[config.mk]
export PLATFORM = sky130hd
export DESIGN_NAME = keyed_sorted_priority_queue_top
export DESIGN_NICKNAME = d
export VERILOG_FILES = /design/src/hdl/ksq_pkg.sv /design/src/hdl/ksq_ctrl.sv /design/src/hdl/ksq_dp.sv /design/src/hdl/keyed_sorted_priority_queue_top.sv
export SDC_FILE = /design/constraint.sdc
export NUM_CORES = 2
export LEC_CHECK = 0
export BUFFER_PORTS_ARGS = -buffer_cell sky130_fd_sc_hd__buf_2
export CAP_MARGIN = 20
export CORE_AREA = 2 2 394 396
export DETAILED_ROUTE_END_ITERATION = 10
export DIE_AREA = 0 0 396 398
export SLEW_MARGIN = 10
export SYNTH_ARGS = -nofsm -noshare
export SYNTH_HDL_FRONTEND = slang
export SYNTH_SLANG_ARGS = --single-unit
[constraint.sdc]
create_clock -name clk_i -period 9.3 [get_ports clk_i]
set_input_delay 0.465 -clock clk_i [delete_from_list [all_inputs] [get_ports clk_i]]
set_output_delay 0.465 -clock clk_i [all_outputs]
set_load 0.05 [all_outputs]
[src/hdl/ksq_pkg.sv]
// ----------------------------------------------------------------------------
// ksq_pkg
// Shared constants, types and codes for the keyed sorted priority queue.
// ----------------------------------------------------------------------------
`default_nettype none

package ksq_pkg;

  localparam int CAPACITY = 16;
  localparam int IDX_W    = (CAPACITY > 1) ? $clog2(CAPACITY) : 1;
  localparam int CNT_W    = $clog2(CAPACITY + 1);

  localparam int KEY_W    = 32;
  localparam int PRIO_W   = 31;
  localparam int STAT_W   = 3;
  localparam int COUNT_W  = 5;

  localparam int S_DATA_W = 64;
  localparam int M_DATA_W = 72;

  // Result status codes.
  typedef enum logic [STAT_W-1:0] {
    STAT_INSERTED = 3'd0,
    STAT_UPDATED  = 3'd1,
    STAT_REMOVED  = 3'd2,
    STAT_IGNORED  = 3'd3,
    STAT_DROPPED  = 3'd4
  } status_e;

  // Controller states.
  typedef enum logic [1:0] {
    S_IDLE,
    S_SEARCH,
    S_PLACE
  } state_e;

  // Commands from the controller to the datapath.
  typedef struct packed {
    logic load;    // capture the incoming word
    logic search;  // find the key and drop its slot
    logic finish;  // place the entry and load the result register
  } cmd_t;

  // Status from the datapath to the controller.
  typedef struct packed {
    logic out_free;  // result register can take a new word this cycle
  } sts_t;

endpackage

`default_nettype wire

[src/hdl/ksq_ctrl.sv]
// ----------------------------------------------------------------------------
// ksq_ctrl
// Sequencer: accepts a word, then steps it through search and placement.
// ----------------------------------------------------------------------------
`default_nettype none

module ksq_ctrl (
  input  wire           clk_i,
  input  wire           rst_ni,
  input  wire           s_valid_i,
  output logic          s_ready_o,
  input  ksq_pkg::sts_t sts_i,
  output ksq_pkg::cmd_t cmd_o
);
  import ksq_pkg::*;

  state_e state_q, state_d;

  always_ff @(posedge clk_i or negedge rst_ni) begin
    if (!rst_ni) begin
      state_q <= S_IDLE;
    end else begin
      state_q <= state_d;
    end
  end

  // Next state.
  always_comb begin
    state_d = state_q;
    unique case (state_q)
      S_IDLE: begin
        if (s_valid_i) state_d = S_SEARCH;
      end
      S_SEARCH: begin
        state_d = S_PLACE;
      end
      S_PLACE: begin
        if (sts_i.out_free) state_d = s_valid_i ? S_SEARCH : S_IDLE;
      end
      default: state_d = S_IDLE;
    endcase
  end

  // Outputs.
  always_comb begin
    s_ready_o = 1'b0;
    cmd_o     = '0;
    unique case (state_q)
      S_IDLE: begin
        s_ready_o = 1'b1;
      end
      S_SEARCH: begin
        cmd_o.search = 1'b1;
      end
      S_PLACE: begin
        s_ready_o    = sts_i.out_free;
        cmd_o.finish = sts_i.out_free;
      end
      default: ;
    endcase
    cmd_o.load = s_valid_i && s_ready_o;
  end

endmodule

`default_nettype wire

[src/hdl/ksq_dp.sv]
// ----------------------------------------------------------------------------
// ksq_dp
// Slot array with per-slot compare cells, occupancy and result register.
// ----------------------------------------------------------------------------
`default_nettype none

module ksq_dp (
  input  wire                             clk_i,
  input  wire                             rst_ni,
  input  ksq_pkg::cmd_t                   cmd_i,
  output ksq_pkg::sts_t                   sts_o,
  input  wire [ksq_pkg::S_DATA_W-1:0]     s_data_i,
  output logic                            m_valid_o,
  input  wire                             m_ready_i,
  output logic [ksq_pkg::M_DATA_W-1:0]    m_data_o
);
  import ksq_pkg::*;

  logic [KEY_W-1:0]  key_q;
  logic [31:0]       prio_q;
  logic              found_q;
  logic [CNT_W-1:0]  occ_q, occ_d;

  logic [KEY_W-1:0]  slot_key_q  [CAPACITY];
  logic [PRIO_W-1:0] slot_prio_q [CAPACITY];
  logic [KEY_W-1:0]  slot_key_d  [CAPACITY];
  logic [PRIO_W-1:0] slot_prio_d [CAPACITY];

  logic [CAPACITY-1:0] valid, match, ge, shifted;
  logic                found, positive, place_en;
  status_e             status;
  logic [KEY_W-1:0]    head_key;
  logic [PRIO_W-1:0]   head_prio;

  logic                m_valid_q;
  logic [M_DATA_W-1:0] m_data_q;

  assign positive = !prio_q[31] && (prio_q != 32'd0);
  assign found    = |match;

  always_comb begin
    for (int i = 0; i < CAPACITY; i++) begin
      valid[i]   = CNT_W'(i) < occ_q;
      match[i]   = valid[i] && (slot_key_q[i] == key_q);
      ge[i]      = valid[i] && (slot_prio_q[i] >= prio_q[PRIO_W-1:0]);
      shifted[i] = |(match & ({CAPACITY{1'b1}} >> (CAPACITY - 1 - i)));
    end
  end

  // Decide the outcome in the placement cycle.
  always_comb begin
    place_en = 1'b0;
    if (found_q) begin
      status   = positive ? STAT_UPDATED : STAT_REMOVED;
      place_en = positive;
    end else if (!positive) begin
      status = STAT_IGNORED;
    end else if (occ_q < CNT_W'(CAPACITY)) begin
      status   = STAT_INSERTED;
      place_en = 1'b1;
    end else begin
      status = STAT_DROPPED;
    end
  end

  // Slot cells: close the gap on search, open one on placement.
  always_comb begin
    occ_d = occ_q;
    for (int i = 0; i < CAPACITY; i++) begin
      slot_key_d[i]  = slot_key_q[i];
      slot_prio_d[i] = slot_prio_q[i];
    end
    if (cmd_i.search) begin
      for (int i = 0; i < CAPACITY - 1; i++) begin
        if (shifted[i]) begin
          slot_key_d[i]  = slot_key_q[i+1];
          slot_prio_d[i] = slot_prio_q[i+1];
        end
      end
      if (found) occ_d = occ_q - 1'b1;
    end else if (cmd_i.finish && place_en) begin
      for (int i = 0; i < CAPACITY; i++) begin
        if (!ge[i]) begin
          if (i == 0 || ge[(i == 0) ? 0 : i-1]) begin
            slot_key_d[i]  = key_q;
            slot_prio_d[i] = prio_q[PRIO_W-1:0];
          end else begin
            slot_key_d[i]  = slot_key_q[(i == 0) ? 0 : i-1];
            slot_prio_d[i] = slot_prio_q[(i == 0) ? 0 : i-1];
          end
        end
      end
      occ_d = occ_q + 1'b1;
    end
  end

  assign head_key  = (occ_d != '0) ? slot_key_d[0]  : '0;
  assign head_prio = (occ_d != '0) ? slot_prio_d[0] : '0;

  always_ff @(posedge clk_i) begin
    for (int i = 0; i < CAPACITY; i++) begin
      slot_key_q[i]  <= slot_key_d[i];
      slot_prio_q[i] <= slot_prio_d[i];
    end
    if (cmd_i.load) begin
      key_q  <= s_data_i[31:0];
      prio_q <= s_data_i[63:32];
    end
    if (cmd_i.search) found_q <= found;
    if (cmd_i.finish) begin
      m_data_q <= {1'b0, COUNT_W'(occ_d), head_prio, head_key, status};
    end
  end

  always_ff @(posedge clk_i or negedge rst_ni) begin
    if (!rst_ni) begin
      occ_q     <= '0;
      m_valid_q <= 1'b0;
    end else begin
      occ_q <= occ_d;
      if (cmd_i.finish) begin
        m_valid_q <= 1'b1;
      end else if (m_ready_i) begin
        m_valid_q <= 1'b0;
      end
    end
  end

  assign sts_o.out_free = !m_valid_q || m_ready_i;
  assign m_valid_o      = m_valid_q;
  assign m_data_o       = m_data_q;

`ifndef SYNTHESIS
  a_occ_bound: assert property (@(posedge clk_i) disable iff (!rst_ni)
    occ_q <= CNT_W'(CAPACITY))
    else $error("occupancy above capacity");

  a_keys_unique: assert property (@(posedge clk_i) disable iff (!rst_ni)
    cmd_i.search |-> $onehot0(match))
    else $error("key held in more than one slot");

  a_sorted: assert property (@(posedge clk_i) disable iff (!rst_ni)
    cmd_i.finish |-> ((ge & (ge + 1'b1)) == '0))
    else $error("slots not in descending priority order");

  a_drop_keeps: assert property (@(posedge clk_i) disable iff (!rst_ni)
    (cmd_i.finish && status == STAT_DROPPED) |=> occ_q == $past(occ_q))
    else $error("dropped insert changed occupancy");
`endif

endmodule

`default_nettype wire

[src/hdl/keyed_sorted_priority_queue_top.sv]
// ----------------------------------------------------------------------------
// keyed_sorted_priority_queue_top
// Sorted priority queue of up to CAPACITY distinct keys with key update.
// ----------------------------------------------------------------------------
// Channel   Dir  Word contents (lowest bit first)
// s_axis    in   entry_key[31:0], priority_req[63:32]
// m_axis    out  status[2:0], head_key[34:3], head_priority[65:35],
//                entry_count[70:66], zero pad [71]
//
// An accepted word passes through a search step, which compares its key against
// every slot in parallel and closes the gap of a matching entry, and then a
// placement step, which finds the insertion point by parallel priority compare
// and shifts the tail. A new word is taken in the placement cycle of the
// previous one, once the result register is free to take its result.
// The result register holds one word; if it is still unread when the next
// result is ready, the placement cycle waits and the input stalls.
// Reset empties the queue at once; slot contents need no clearing.
// ----------------------------------------------------------------------------
`default_nettype none

module keyed_sorted_priority_queue_top (
  input  wire                          clk_i,
  input  wire                          rst_ni,
  input  wire                          s_axis_tvalid,
  output logic                         s_axis_tready,
  // entry_key [31:0], priority_req [63:32]
  input  wire [ksq_pkg::S_DATA_W-1:0]  s_axis_tdata,
  output logic                         m_axis_tvalid,
  input  wire                          m_axis_tready,
  // status [2:0], head_key [34:3], head_priority [65:35], entry_count [70:66]
  output logic [ksq_pkg::M_DATA_W-1:0] m_axis_tdata
);
  import ksq_pkg::*;

  // Commands flow from the sequencer to the datapath, status flows back.
  cmd_t cmd;
  sts_t sts;

  ksq_ctrl u_ctrl (
    .clk_i     (clk_i),
    .rst_ni    (rst_ni),
    .s_valid_i (s_axis_tvalid),
    .s_ready_o (s_axis_tready),
    .sts_i     (sts),
    .cmd_o     (cmd)
  );

  // The datapath owns the slots, the occupancy count and the result word.
  ksq_dp u_dp (
    .clk_i     (clk_i),
    .rst_ni    (rst_ni),
    .cmd_i     (cmd),
    .sts_o     (sts),
    .s_data_i  (s_axis_tdata),
    .m_valid_o (m_axis_tvalid),
    .m_ready_i (m_axis_tready),
    .m_data_o  (m_axis_tdata)
  );

endmodule

`default_nettype wire
==> impl_metrics.ini <==
[setup_path]
crit_required_ns = 9.77
cp_max_fo = 54
startpoint_type = flop
endpoint_kind = flop
crit_family = simple AND/OR/NAND/NOR gates
ff2ff_path_depth = 14
slowest_delay_ns = 0.83
path_class = reg2reg
crit_slowest_cell = buf_4
cp.depth = 14
critPathArrivalTime_ns = 6.92
crit_top_cell = buf_4
path_cells = buf_4, or3_1, nor2_1, nor3_1, and3_1, nor4_1, nor4b_1, a41o_1, o31ai_1, xor2_1, nor4_4, buf_4, buf_4, a21oi_2
critPathBufInv = 3

[power]
power.density_mw_per_mm2 = 202.1
leakagePower_nw = 30.84
ir_worst_vdd_uv = 195.4

[routing]
vias = 58690
drt-initial-drc-count = 6100
first_pass_iters = 6
drt-wirelength-per-cell_um = 27.89
drt-total-wl_mm = 254.5
routed_via_density = 6.432
drc = 0
ant_nets = 0

[floorplan]
die_w_um = 396
start_util_pct = 47.78
pin_count = 142
design.die.area_mm2 = 0.1576
fp.coreArea_mm2 = 0.1533
die_y_um = 398
row_count = 144

[yosys]
seq_area_frac_synth_pct = 46.31
yosysMostFrequentCell = edfxtp_1
yosysTopAreaCellShare_pct = 44.31
synth_warnings = 0
syn_nets = 7556
synth_cells = 6986
synth_seq_cells = 1152
ys_types = 71
syn_area_mm2 = 0.07325
synth_top_area_cell = edfxtp_1
synth.top_cells.by_count = 1081 x edfxtp_1, 1077 x nand2_1, 806 x o21ai_0
ys_top_cells_by_area = edfxtp_1 44%, mux2i_1 9.6%, ha_1 8.6%
async_flop_share_pct = 0.6944
synth_edf_count = 1081
ys.flop_type = edfxtp_1
avgSynthCellArea_um2 = 10.49

[clock_network]
cts-htree-levels = 4
cts_tree = done
cts_resized = 0
clockRootBuffer = clkbuf_16
cts_made_buffers = 140
cts_max_path_buffers = 3
cts_sinks = 1152
clk_pin_slew_ns = 0.06
clkLatencyLatePin_ns = 0.78

[placed_design]
place.gp.congestion = 0.9598
placedCellCount = 8798
dp_hpwl_mm = 179.1
portBuffers = 140

[sta]
post-route-min-period_ns = 6.446
fmax_mhz = 155.1
totalNegativeSetupSlack_ns = 0
worst_slew_pin_slew_ns = 1.114
finalSetupViolations = 0
fin_skew_ns = 0.03150
min_period_over_period_pct = 69.31
grt_setup_unrepaired = no
slew_viol_final = 0
finalHoldViolations = 0
slew_headroom_pct = 25.71

[global_routing]
grt_max_degree = 200
grt_pass1_wl_mm = 376.4
overflow = 0
grt_pass1_vias = 57560
grt_usage_pct = 31.32
antenna_found_initial = 0

[finish]
seqCellArea_mm2 = 0.03392
fin_cells = 9124
drive_gt1_share_pct = 9.552
area_growth_pct = 10.90
multi_input_area_mm2 = 0.03726
final_util_pct = 52.98
final_nets = 7534
fill_cells = 13630

[run_status]
outcome = complete, no violations

[hold_path]
min_path_type = in2async

[run]
maxCapViolations = 0
==> routing by layer <==
metal	part of all wire, %	track usage [%]
met5	0	0
met4	3.0	9.322
met3	7.5	4.962
met2	47	50.61
met1	43	43.36
==> worst reg2reg max path, stage by stage, from the launching register on <==
cell,delay [ns]
dfrtp_1,0.36
buf_4,0.26
or3_1,0.59
nor2_1,0.82
nor3_1,0.17
and3_1,0.22
nor4_1,0.56
nor4b_1,0.64
a41o_1,0.44
o31ai_1,0.12
xor2_1,0.23
nor4_4,0.43
buf_4,0.32
buf_4,0.83
a21oi_2,0.15
==> state kept, by name, indices dropped and copies added, names as in the netlist <==
signal and count:
u_dp.slot_key_q 512, u_dp.slot_prio_q 496, u_dp.m_data_o 71, u_dp.key_q 32, u_dp.prio_q 32, u_dp.occ_q 5, u_ctrl.state_q 2, u_dp.found_q 1
u_dp.m_valid_o 1
==> cell families after synthesis <==
family          after synthesis  synth area share, %
xor+xnor                    515                6.157
fa+ha+maj                   502                8.574
simple gates               1910                12.02
compound gates             1550                13.01
mux                         767                10.59
flops                      1152                46.31
other cells                   1             0.005119
buf+inv                     589                3.331
==> power by group <==
group	internal, mW	switching [mW]
Clock	3.27	2.38
Sequential	6.33	0.526
Combinational	1.39	2.53
==> cells in the final DEF (no fill, tap or decap), types with 11 or more instances in the layout <==
cell           Yosys  final
bufinv_16          0     13
o21a_1            47     47
a211oi_1          14     11
edfxtp_1        1081   1081
clkinv_1           0     25
buf_4             20    153
buf_2             75    140
nand2_1         1077   1076
and3_1            12     12
dfxtp_1           63     63
o311ai_0         152    152
xnor2_1          319    319
nor4_1           100    100
nand2b_1          23     22
clkinv_2           0     19
a21o_1           153    150
nor2_1           125    122
a22oi_1           63     63
mux2_2            64     64
clkbuf_1         379     28
or4_1             17     17
a21oi_2           61     61
xor2_1           196    196
dlygate4sd3_1      0     67
mux2i_1          703    703
inv_1             60     58
o22ai_1           16     14
nor3_1            37     36
ha_1             502    502
clkbuf_16          0    143
nand4_1          218    218
o21ai_0          806    797
a21oi_1          162    155
nand4b_1          11     11
nand3_1          199    199
nor2b_1           39     38
and4_1            12     12
==> area by class of cell <==
cell class	instances	share of cell area [%]
timing repair buffer	365	3.234
clock inverter	75	1.004
multi-input combinational	5245	45.87
inverter	60	0.2880
tap	2044	3.148
clock buffer	180	4.687
antenna	3	0.009241
sequential	1152	41.76
==> metrics by stage <==
stage | hold slack (ns) | area, um^2 | power (mW) | worst slack (ns)
6_report | 0.1160 | 81240 | 16.42 | 2.854
5_1_grt | 0.1191 | 81230 | 17.02 | 2.805
4_1_cts | 0.07823 | 81200 | 16.40 | 3.061
3_5_place_dp | 0.3694 | 75910 | 10.76 | 3.076
3_3_place_gp | 0.3662 | 75890 | 10.70 | 3.123
2_1_floorplan | 0.1694 | 73250 | 9.488 | 1.167
==> worst paths after layout <==
kind	from	endpoint	slack (ns)
max in group asynchronous	rst_ni	u_dp.occ_q[0]	8.90
worst min-delay path	rst_ni	u_ctrl.state_q[0]	0.12
worst max register to register	u_dp.occ_q[4]	u_dp.m_data_o[41]	2.85
worst max-delay path	u_dp.occ_q[4]	u_dp.m_data_o[41]	2.85
min in group clk_i	s_axis_tdata[8]	u_dp.key_q[8]	0.39
worst min register to register	u_dp.slot_key_q[0][20]	u_dp.slot_key_q[0][20]	0.50
==> repair_timing <==
| item | in CTS | in global routing |
|---|---|---|
| hold buffers | 67 | 0 |
| hold endpoints to repair | 74 | 0 |
| buffers inserted | 0 | 0 |
Power figures use the tool's default switching activity.
